File: config.mk
export PLATFORM = sky130hd
export DESIGN_NAME = lsq_scan
export DESIGN_NICKNAME = d
export VERILOG_FILES = /design/src/sv/lsq_pkg.sv /design/src/sv/lsq_scan.sv
export SDC_FILE = /design/constraint.sdc
export NUM_CORES = 1
export LEC_CHECK = 0
export ABC_CLOCK_PERIOD_IN_PS = 21500
export CORE_ASPECT_RATIO = 1.5
export CORE_MARGIN = 5
export CORE_UTILIZATION = 50
export DETAILED_ROUTE_END_ITERATION = 7
export DONT_BUFFER_PORTS = 1
export GPL_ROUTABILITY_DRIVEN = 0
export PLACE_DENSITY = 0.74
export SKIP_CTS_REPAIR_TIMING = 1
export SLEW_MARGIN = 10
export SYNTH_ARGS = -nofsm -noshare
export SYNTH_HDL_FRONTEND = slang
export SYNTH_SLANG_ARGS = --single-unit
File: constraint.sdc
create_clock -name clk -period 21.5 [get_ports clk]
set_clock_uncertainty 0.05 [all_clocks]
set_input_delay 1.075 -clock clk [delete_from_list [all_inputs] [get_ports clk]]
set_output_delay 1.075 -clock clk [all_outputs]
set_load 0.05 [all_outputs]
File: src/sv/lsq_pkg.sv
package lsq_pkg;

    // frame limits
    localparam int MAX_WIDTH  = 1024;
    localparam int MAX_HEIGHT = 1024;

    // derived widths
    localparam int COL_W  = $clog2(MAX_WIDTH);
    localparam int ROW_W  = $clog2(MAX_HEIGHT);
    localparam int WLEN_W = COL_W + 1;
    localparam int HLEN_W = ROW_W + 1;
    localparam int SIDE_W = WLEN_W;
    localparam int CFG_W  = 11;

    // result field widths
    localparam int OUT_X_W    = 10;
    localparam int OUT_Y_W    = 10;
    localparam int OUT_SIDE_W = 11;

    // configuration register indexes
    localparam logic REG_GRID_WIDTH  = 1'b0;
    localparam logic REG_GRID_HEIGHT = 1'b1;

    // line buffer request: one write and one read address
    typedef struct packed {
        logic              wr_en;
        logic [COL_W-1:0]  wr_addr;
        logic [SIDE_W-1:0] wr_data;
        logic [COL_W-1:0]  rd_addr;
    } lsq_buf_req_t;

    // frame result from the scan core
    typedef struct packed {
        logic              done;
        logic              found;
        logic [COL_W-1:0]  best_x;
        logic [ROW_W-1:0]  best_y;
        logic [SIDE_W-1:0] best_side;
    } lsq_result_t;

endpackage

File: src/sv/lsq_scan.sv
module lsq_scan (
    input  logic                          clk,
    input  logic                          rst_n,
    input  logic                          accept,
    input  logic                          cell_bit,
    input  logic [lsq_pkg::CFG_W-1:0]     grid_width,
    input  logic [lsq_pkg::CFG_W-1:0]     grid_height,
    input  logic [lsq_pkg::SIDE_W-1:0]    up_data,
    output lsq_pkg::lsq_buf_req_t         buf_req,
    output lsq_pkg::lsq_result_t          result
);

    logic [lsq_pkg::COL_W-1:0]  col_reg,       col_next;
    logic [lsq_pkg::ROW_W-1:0]  row_reg,       row_next;
    logic [lsq_pkg::WLEN_W-1:0] prev_len_reg,  prev_len_next;
    logic [lsq_pkg::SIDE_W-1:0] left_reg,      left_next;
    logic [lsq_pkg::SIDE_W-1:0] diag_reg,      diag_next;
    logic [lsq_pkg::SIDE_W-1:0] best_size_reg, best_size_next;
    logic [lsq_pkg::COL_W-1:0]  best_x_reg,    best_x_next;
    logic [lsq_pkg::ROW_W-1:0]  best_y_reg,    best_y_next;

    logic [lsq_pkg::WLEN_W-1:0] w_eff;
    logic [lsq_pkg::HLEN_W-1:0] h_eff;
    logic [lsq_pkg::WLEN_W-1:0] x_plus;
    logic [lsq_pkg::HLEN_W-1:0] y_plus;
    logic [lsq_pkg::SIDE_W-1:0] up;
    logic [lsq_pkg::SIDE_W-1:0] min_ud;
    logic [lsq_pkg::SIDE_W-1:0] min3;
    logic [lsq_pkg::SIDE_W-1:0] val;
    logic [lsq_pkg::WLEN_W-1:0] cand_x;
    logic [lsq_pkg::HLEN_W-1:0] cand_y;
    logic                       better;
    logic                       row_end;
    logic                       frame_end;

    // clamp the frame size registers
    always_comb
    begin
        if (grid_width == '0)
        begin
            w_eff = lsq_pkg::WLEN_W'(1);
        end
        else if (32'(grid_width) > 32'(lsq_pkg::MAX_WIDTH))
        begin
            w_eff = lsq_pkg::WLEN_W'(lsq_pkg::MAX_WIDTH);
        end
        else
        begin
            w_eff = lsq_pkg::WLEN_W'(grid_width);
        end

        if (grid_height == '0)
        begin
            h_eff = lsq_pkg::HLEN_W'(1);
        end
        else if (32'(grid_height) > 32'(lsq_pkg::MAX_HEIGHT))
        begin
            h_eff = lsq_pkg::HLEN_W'(lsq_pkg::MAX_HEIGHT);
        end
        else
        begin
            h_eff = lsq_pkg::HLEN_W'(grid_height);
        end
    end

    // square side ending at the current cell
    always_comb
    begin
        x_plus = lsq_pkg::WLEN_W'(col_reg) + lsq_pkg::WLEN_W'(1);
        y_plus = lsq_pkg::HLEN_W'(row_reg) + lsq_pkg::HLEN_W'(1);

        // only entries written in the previous row are valid
        if ((row_reg != '0) && (lsq_pkg::WLEN_W'(col_reg) < prev_len_reg))
        begin
            up = up_data;
        end
        else
        begin
            up = '0;
        end

        min_ud = (up < diag_reg) ? up : diag_reg;
        min3   = (min_ud < left_reg) ? min_ud : left_reg;

        if (!cell_bit)
        begin
            val = '0;
        end
        else if ((col_reg == '0) || (row_reg == '0))
        begin
            val = lsq_pkg::SIDE_W'(1);
        end
        else
        begin
            val = min3 + lsq_pkg::SIDE_W'(1);
        end

        better    = val > best_size_reg;
        cand_x    = x_plus - lsq_pkg::WLEN_W'(val);
        cand_y    = y_plus - lsq_pkg::HLEN_W'(val);
        row_end   = x_plus >= w_eff;
        frame_end = row_end && (y_plus >= h_eff);
    end

    // best square so far, first in raster order wins
    always_comb
    begin
        if (better)
        begin
            best_size_next = val;
            best_x_next    = lsq_pkg::COL_W'(cand_x);
            best_y_next    = lsq_pkg::ROW_W'(cand_y);
        end
        else
        begin
            best_size_next = best_size_reg;
            best_x_next    = best_x_reg;
            best_y_next    = best_y_reg;
        end
    end

    // position and neighbour update
    always_comb
    begin
        col_next      = col_reg;
        row_next      = row_reg;
        prev_len_next = prev_len_reg;
        left_next     = left_reg;
        diag_next     = diag_reg;
        if (accept)
        begin
            if (frame_end)
            begin
                col_next      = '0;
                row_next      = '0;
                prev_len_next = '0;
                left_next     = '0;
                diag_next     = '0;
            end
            else if (row_end)
            begin
                col_next      = '0;
                row_next      = lsq_pkg::ROW_W'(y_plus);
                prev_len_next = x_plus;
                left_next     = '0;
                diag_next     = '0;
            end
            else
            begin
                col_next  = lsq_pkg::COL_W'(x_plus);
                left_next = val;
                diag_next = up;
            end
        end
    end

    always_ff @(posedge clk or negedge rst_n)
    begin
        if (!rst_n)
        begin
            col_reg       <= '0;
            row_reg       <= '0;
            prev_len_reg  <= '0;
            left_reg      <= '0;
            diag_reg      <= '0;
            best_size_reg <= '0;
            best_x_reg    <= '0;
            best_y_reg    <= '0;
        end
        else
        begin
            col_reg      <= col_next;
            row_reg      <= row_next;
            prev_len_reg <= prev_len_next;
            left_reg     <= left_next;
            diag_reg     <= diag_next;
            if (accept)
            begin
                if (frame_end)
                begin
                    best_size_reg <= '0;
                    best_x_reg    <= '0;
                    best_y_reg    <= '0;
                end
                else
                begin
                    best_size_reg <= best_size_next;
                    best_x_reg    <= best_x_next;
                    best_y_reg    <= best_y_next;
                end
            end
        end
    end

    // line buffer: write this cell, prefetch the next column
    always_comb
    begin
        buf_req.wr_en   = accept;
        buf_req.wr_addr = col_reg;
        buf_req.wr_data = val;
        buf_req.rd_addr = col_next;
    end

    // frame result at the last cell
    always_comb
    begin
        result.done      = accept && frame_end;
        result.found     = best_size_next != '0;
        result.best_x    = best_x_next;
        result.best_y    = best_y_next;
        result.best_side = best_size_next;
    end

endmodule
## Word-level counts from Yosys, hierarchy flattened

Cells that the tools add are included.

- Reductions and logical operators: 12
- Muxes and demuxes: 26
- Order comparisons: 8
- $add $sub $neg: 5

Operators by type and width:

| kind | count |
|---|---|
| $mux 11 | 17 |
| $mux 10 | 9 |
| $add 10x1->11 const B | 2 |
| $ge 11x11->1 | 2 |
| $gt 11x11->1 const B | 2 |
| $logic_not 11->1 | 2 |
| $lt 11x11->1 | 2 |
| $logic_not 10->1 | 2 |
| $sub 10x10->10 | 2 |
| $add 11x1->11 const B | 1 |
| $gt 11x11->1 | 1 |
| $lt 10x11->1 | 1 |
| $reduce_bool 11->1 | 1 |
| $reduce_bool 10->1 | 1 |
| $logic_and 1x1->1 | 3 |
| $reduce_and 2->1 | 1 |
| $reduce_bool 2->1 | 1 |
| $logic_or 1x1->1 | 1 |

- Output and inout bits: 65
- Register bits: 84
- Logic and storage cells: 59

## Depth between registers and ports, before layout

Gate-level depths: netlist of run 1.

- Depth in word-level cells: 13
- Depth in mapped cells: 50
- Depth with buffers taken out: 46

## Worst setup path after synthesis of run 1

No wires, ideal clock.

- Kind: reg-to-output
- Start point: register col_reg[4] (netlist bit)
- End point: output result[20] (netlist bit)
- Arrival time: 10907 ps
- Slack: 9468 ps
- Buffers on the path: 4
- Cell stages (with the launch flop): 44
- Cell sequence: dfrtp_1 > ha_1 > a21o_1 > a221o_1 > a41o_1 > a21oi_1 > clkbuf_1 > nand2_1 > inv_1 > ha_1 > and4_1 > o21ai_0 > a31o_2 > or3_4 > o221ai_1 > nor2_2 > mux2_4 > ha_1 > (+8 left out) > ha_1 > clkbuf_1 > nand3_1 > a2111oi_1 > nand3_1 > o21ai_1 > a41oi_2 > xor2_1 > nor2_1 > ha_1 > o21a_1 > nor2_1 > a31oi_1 > o31ai_1 > clkbuf_1 > clkbuf_1 > nor2_1 > a221oi_1

RTL lines:

| what | RTL line | RTL |
|---|---|---|
| start: declaration | lsq_scan.sv:13 | `logic [lsq_pkg::COL_W-1:0] col_reg, col_next;` |
| start signal: assignment | lsq_scan.sv:172 | `col_reg <= col_next;` |
| end: declaration | lsq_scan.sv:10 | `output lsq_pkg::lsq_result_t result` |

==> metrics.cfg, run 1 <==
[global_route]
antenna_found_initial=0
grt.overflow.total=0
grt_max_degree=96
grt_usage_pct=25.9
grt_pass1_wl_um=36100
grt_pass1_vias=7007

[placement]
port_buffers=0
dp_hpwl_um=16800

[timing]
finalSetupTns_ns=0
maxSlewHeadroom_pct=21.9
setup_viol=0
fmax_mhz=72.2
rsz0062_at_grt=false
worst_pin_slew_ns=1.16
min_period_over_period_pct=64.4
period_needed_ns=13.85
hold_viol_final=0
drv_slew=0

[floorplanning]
dieArea_sq_um=17700
initial_core_util_pct=50.5
core_sq_um=14900
die_height_um=160
die_w_um=110
rows=55
ioPinCount=102

[layout]
syn2layout_area_growth_pct=7.40
num_antenna_cells=0
fin_nets=1043
final_layout_size_suffix_gt1_share_pct=6.38

[worst_setup_path]
worstPathMaxFanout=33
worstPathArrival_ns=12.72
critPathKind=reg -> out
path_buf_inv=3
cp_slowest_cell=o22ai_1
cp-end-kind=output port
max_stage_delay_ns=0.94
critPathLaunchType=register
crit_family=compound AO/OA/AOI/OAI gates
critPathMostFrequentCell=ha_1
worstPathRequired_ns=20.38

[synthesis]
synth_top_family_by_area=compound AO/OA/AOI/OAI gates
synth-async-reset-ratio_pct=100
synth_enable_flop_cells=0
synthAdderAreaFrac_pct=14.5
synth_ff_type=dfrtp_1
synth-xor-area-share_pct=6.12
avgSynthCellArea_sq_um=8.07
ys_ff_latch=84
synth.area.mux_share_pct=2.54
syn-instance-count=935
synth-compound-area-share_pct=23.9
yosysSeqAreaShare_pct=27.9
yosysUniqueCellTypes=73
yosys_warnings=0
synth_simple_gate_area_share_pct=17.7
syn_area_sq_um=7540
synth_fp_nets=1058

[clock_tree]
cts_tree=built
clock_latency_ns=0.35
clkSinkCount=84
clock_path_buffers=2
cts_buffers=9
htreeDepth=3
cts_root_buf=clkbuf_16
clkTransAtPathRegs_ns=0.07

[outcome]
status=finished, final reports clean

[route]
via_count=6950
first_pass_iters=5
top_layer=met4
routed_via_density=6.18
wl_met2_um=11100
wl_per_cell_um=19.7
wl_met1_um=8130
route.met3.wl_um=1670
ant_nets=0
drcViolationCount=0
wirelength_um=22100
first_iter_violations=476

[job]
drv_cap=0

[min_path]
hold_path_class=in -> async

## layer usage
metal | vias up | global-route usage, %
met5 | - | 0
met4 | 0 | 13.6
met3 | 94 | 5.79
met2 | 275 | 45.0
met1 | 3281 | 28.6
li1 | 3300 | -
## cell usage in the layout, fill, tap and decap left out, drive strengths merged, types with 14 or more instances in the layout
cell   instances
xnor2         39
and2          14
nand3         52
ha            84
o22ai         29
o31ai         17
nand2        120
inv          104
a21oi         25
dfrtp         84
nor2          38
o21ai         83
a21o          34
## cell type report
cell class              instances  area [sq um]
clock buffers                   9           225
flip-flops and latches         84          2100
multi-input cells             707          4930
repair buffers                 13          97.6
fillers                      1416          6830
clock inverters                 7          98.8
inverters                     105           394
well taps                     199           249
## kinds of logic (layout without fill, tap and decap cells)
kind of cell             count (synthesis)  after routing
AND/OR/NAND/NOR                        285            285
AO/OA/AOI/OAI                          268            268
adder cells (fa/ha/maj)                 86             86
buffers and inverters                  144            134
multiplexers                            17             17
flip-flops                              84             84
XOR/XNOR                                51             51
## final timing paths
check | start | to | slack (ns) | cells after the start
max in group asynchronous | rst_n | diag_reg[6] | 20.84 | 0
min reg2reg | prev_len_reg[0] | prev_len_reg[0] | 0.42 | 2
max | col_reg[4] | result[31] | 7.65 | 41
max reg2reg | col_reg[4] | best_size_reg[1] | 9.73 | 40
min in group clk | prev_len_reg[0] | prev_len_reg[0] | 0.42 | 2
min | rst_n | col_reg[2] | 0.37 | 0
## synth_stat cells, types with 3 or more instances
cell type    n  area (sq um)
a211oi_1     8          60.1
a21o_1      34           255
a21oi_1     25           125
a221o_1      3          30.0
a31o_2       3          26.3
a31oi_1     11          68.8
and2_1      14          87.6
and3_1       7          43.8
buf_1        4          15.0
buf_2        3          15.0
clkbuf_1    30           113
clkinv_1     3          11.3
dfrtp_1     84          2100
ha_1        84          1050
inv_1      102           383
mux2_2       3          33.8
mux2i_1     12           120
nand2_1    120           450
nand2b_1     9          56.3
nand3_1     52           260
nand4_1     13          81.3
nor2_1      37           139
nor2b_1      4          25.0
nor3_1      10          50.1
nor4_1       5          31.3
o211ai_1     4          30.0
o21a_1      10          75.1
o21ai_0     79           395
o21ai_1      4          20.0
o21bai_1     3          22.5
o22ai_1     29           181
o2bb2ai_1    5          43.8
o31ai_1     17           128
o41ai_1      5          43.8
xnor2_1     37           324
xor2_1      12           105
## per-stage QoR
stage / instance area, sq um / hold slack [ns] / util (%) / setup WS [ns] / instances
after CTS: 8100 / 0.366 / 54.2 / 7.79 / 1124
after detailed placement: 7770 / 0.408 / 52.1 / 8.23 / 1108
after global placement: 7770 / 0.405 / 52.1 / 8.52 / 1108
after global routing: 8100 / 0.358 / 54.2 / 6.81 / 1124
after floorplan: 7540 / 0.391 / - / 9.47 / 935
final: 8100 / 0.373 / 54.2 / 7.65 / 1124
Power of run 1 is not shown: default switching activity piles up to over one toggle a cycle in this logic, so the estimate is an artifact.
==> run 2, diff against run 1 <==
--- a/config.mk
+++ b/config.mk
@@ -5,7 +5,7 @@
 export SDC_FILE = /design/constraint.sdc
 export NUM_CORES = 1
 export LEC_CHECK = 0
-export ABC_CLOCK_PERIOD_IN_PS = 21500
+export ABC_CLOCK_PERIOD_IN_PS = 13000
 export CORE_ASPECT_RATIO = 1.5
 export CORE_MARGIN = 5
 export CORE_UTILIZATION = 50
==> constraint.sdc (replaced) <==
create_clock -name clk -period 13 [get_ports clk]
set_clock_uncertainty 0.05 [all_clocks]
set_input_delay 0.65 -clock clk [delete_from_list [all_inputs] [get_ports clk]]
set_output_delay 0.65 -clock clk [all_outputs]
set_load 0.05 [all_outputs]
==> run 2 against run 1 <==
Effect of this change: routed wire length rose by 0.32%; critical path depth is 4 higher; sequential cell count is the same; sequential share of layout area decreased by 0.32 points; worst hold slack worse by 0.23 ns; non-clock buffer count up 13; cell count up 1.1%; register-to-register slack worse by 8.1 ns; highest routed layer is now met5; final area increased by 1.7%; global-route usage down 0.57 points; worst setup slack got worse by 7.0 ns.
==> metrics.cfg, run 2 (synthesis gave the netlist of run 1 again) <==
[timing]
final.setup.worst_slack_ns=0.660  ; -6.99 ns
fmax_mhz=81.0
period_needed_ns=12.34
worst_pin_slew_ns=1.12  ; -0.0386 ns
maxSlewHeadroom_pct=24.5  ; +2.6 points
rsz0062_at_grt=false
drv_slew=0  ; unchanged
min_period_over_period_pct=94.9
finalSetupTns_ns=0  ; unchanged
hold_viol_final=0  ; unchanged
setup_viol=0  ; unchanged

[min_path]
hold_path_class=in -> async

[placement]
place_area_sq_um=7890  ; +1.5%
pre_cts_slack_ns=0.714  ; -7.52 ns
port_buffers=0  ; unchanged
dp_hpwl_um=16900  ; +0.83%

[floorplanning]
ioPinCount=102  ; unchanged
dieArea_sq_um=17700  ; unchanged
core_sq_um=14900  ; unchanged
die_w_um=110  ; unchanged
die_height_um=160  ; unchanged
initial_core_util_pct=50.5  ; unchanged
rows=55  ; unchanged

[clock_tree]
htreeDepth=3  ; unchanged
cts_tree=built
clkTransAtPathRegs_ns=0.06  ; about the same
cts_root_buf=clkbuf_16
clock_path_buffers=2  ; unchanged
clock_latency_ns=0.35  ; about the same
cts_buffers=9  ; unchanged
clkSinkCount=84  ; unchanged

[route]
first_iter_violations=514  ; +8.0%
wl_per_cell_um=19.6  ; -0.74%
routed_via_density=6.13  ; -0.89%
ant_nets=0  ; unchanged
wirelength_um=22200  ; +0.32%
drcViolationCount=0  ; unchanged
via_count=6962  ; +0.17%
first_pass_iters=5  ; unchanged

[layout]
stdcell_area_sq_um=8240  ; +1.7%
final_cell_mix=nand2_1, inv_1, ha_1
layout_commonest_cell=nand2_1
syn2layout_area_growth_pct=9.21
num_antenna_cells=0  ; unchanged
fin_nets=1057  ; +1.3%
final_layout_size_suffix_gt1_share_pct=8.75  ; +2.4 points

[job]
drv_cap=0  ; unchanged

[global_route]
antenna_found_initial=1  ; +1
grt_usage_pct=25.3  ; -0.57 points
grt.overflow.total=0  ; unchanged
grt_max_degree=96  ; unchanged
grt_pass1_vias=6802  ; -2.9%
grt_pass1_wl_um=35000  ; -2.9%

[worst_setup_path]
critPathMostFrequentCell=ha_1
critPathKind=reg -> out
cp_slowest_cell=dfrtp_2
max_stage_delay_ns=0.56  ; -0.38 ns
worstPathRequired_ns=12.30  ; -8.08 ns
worstPathMaxFanout=15  ; -55%
worstPathArrival_ns=11.64  ; -1.08 ns
critPathLaunchType=register
r2r_cells=41  ; +2.5%
cp-end-kind=output port

[outcome]
status=finished, final reports clean

[run 2: cell count changes in the layout (fill, tap and decap cells not counted), sizes merged]
cell / before / now
o31ai: 17 / 18
clkinvlp: 1 / 0
inv: 104 / 102
clkinv: 5 / 7
clkbuf: 9 / 10
buf: 13 / 26
bufinv: 2 / 0
[run 2: final timing paths]
kind | to | startpoint | slack (ns)
worst min-delay path | col_reg[5] | rst_n | 0.14
worst max-delay path | result[31] | col_reg[6] | 0.66
worst min register to register | prev_len_reg[9] | prev_len_reg[9] | 0.42
max in group asynchronous | diag_reg[10] | rst_n | 12.38
worst max register to register | best_size_reg[1] | col_reg[6] | 1.68
min in group clk | best_x_reg[7] | accept | 0.34
[run 2: stage by stage]
stage	std cells	hold slack, ns	util [%]
2_1_floorplan	935	0.304	-
3_3_place_gp	1120	0.309	52.8
3_5_place_dp	1120	0.309	52.8
4_1_cts	1134	-0.0622	54.6
5_1_grt	1136	0.177	55.1
6_report	1136	0.140	55.1
[run 2: cell type report]
class | count | area [sq um]
inverter | 105 | 394
multi-input combinational | 708 | 4970
sequential | 84 | 2110
clock buffer | 10 | 239
timing repair buffer | 26 | 240
clock inverter | 4 | 27.5
fill | 1395 | 6700
tap | 199 | 249
[run 2: critical path: cells and delay by family (launching register included)]
family | cells | cell delay [ns]
buffers and inverters | 4 | 0.75
xor gates and xnor gates | 1 | 0.18
DFF | 1 | 0.56
and+or+nand+nor | 13 | 2.74
adders and majority gates | 5 | 1.49
muxes | 1 | 0.36
AOI/OAI and AO/OA | 21 | 5.18
[run 2: layer usage]
layer  track usage (%)  up-vias  share of wire (%)
met1              28.3     3301                 38
met4              13.5        2                4.9
met2              43.5      260                 51
met5                 0        -              0.086
met3              5.87       77                6.2
li1                  -     3322                  -
Power of run 2 is left out for the same reason.
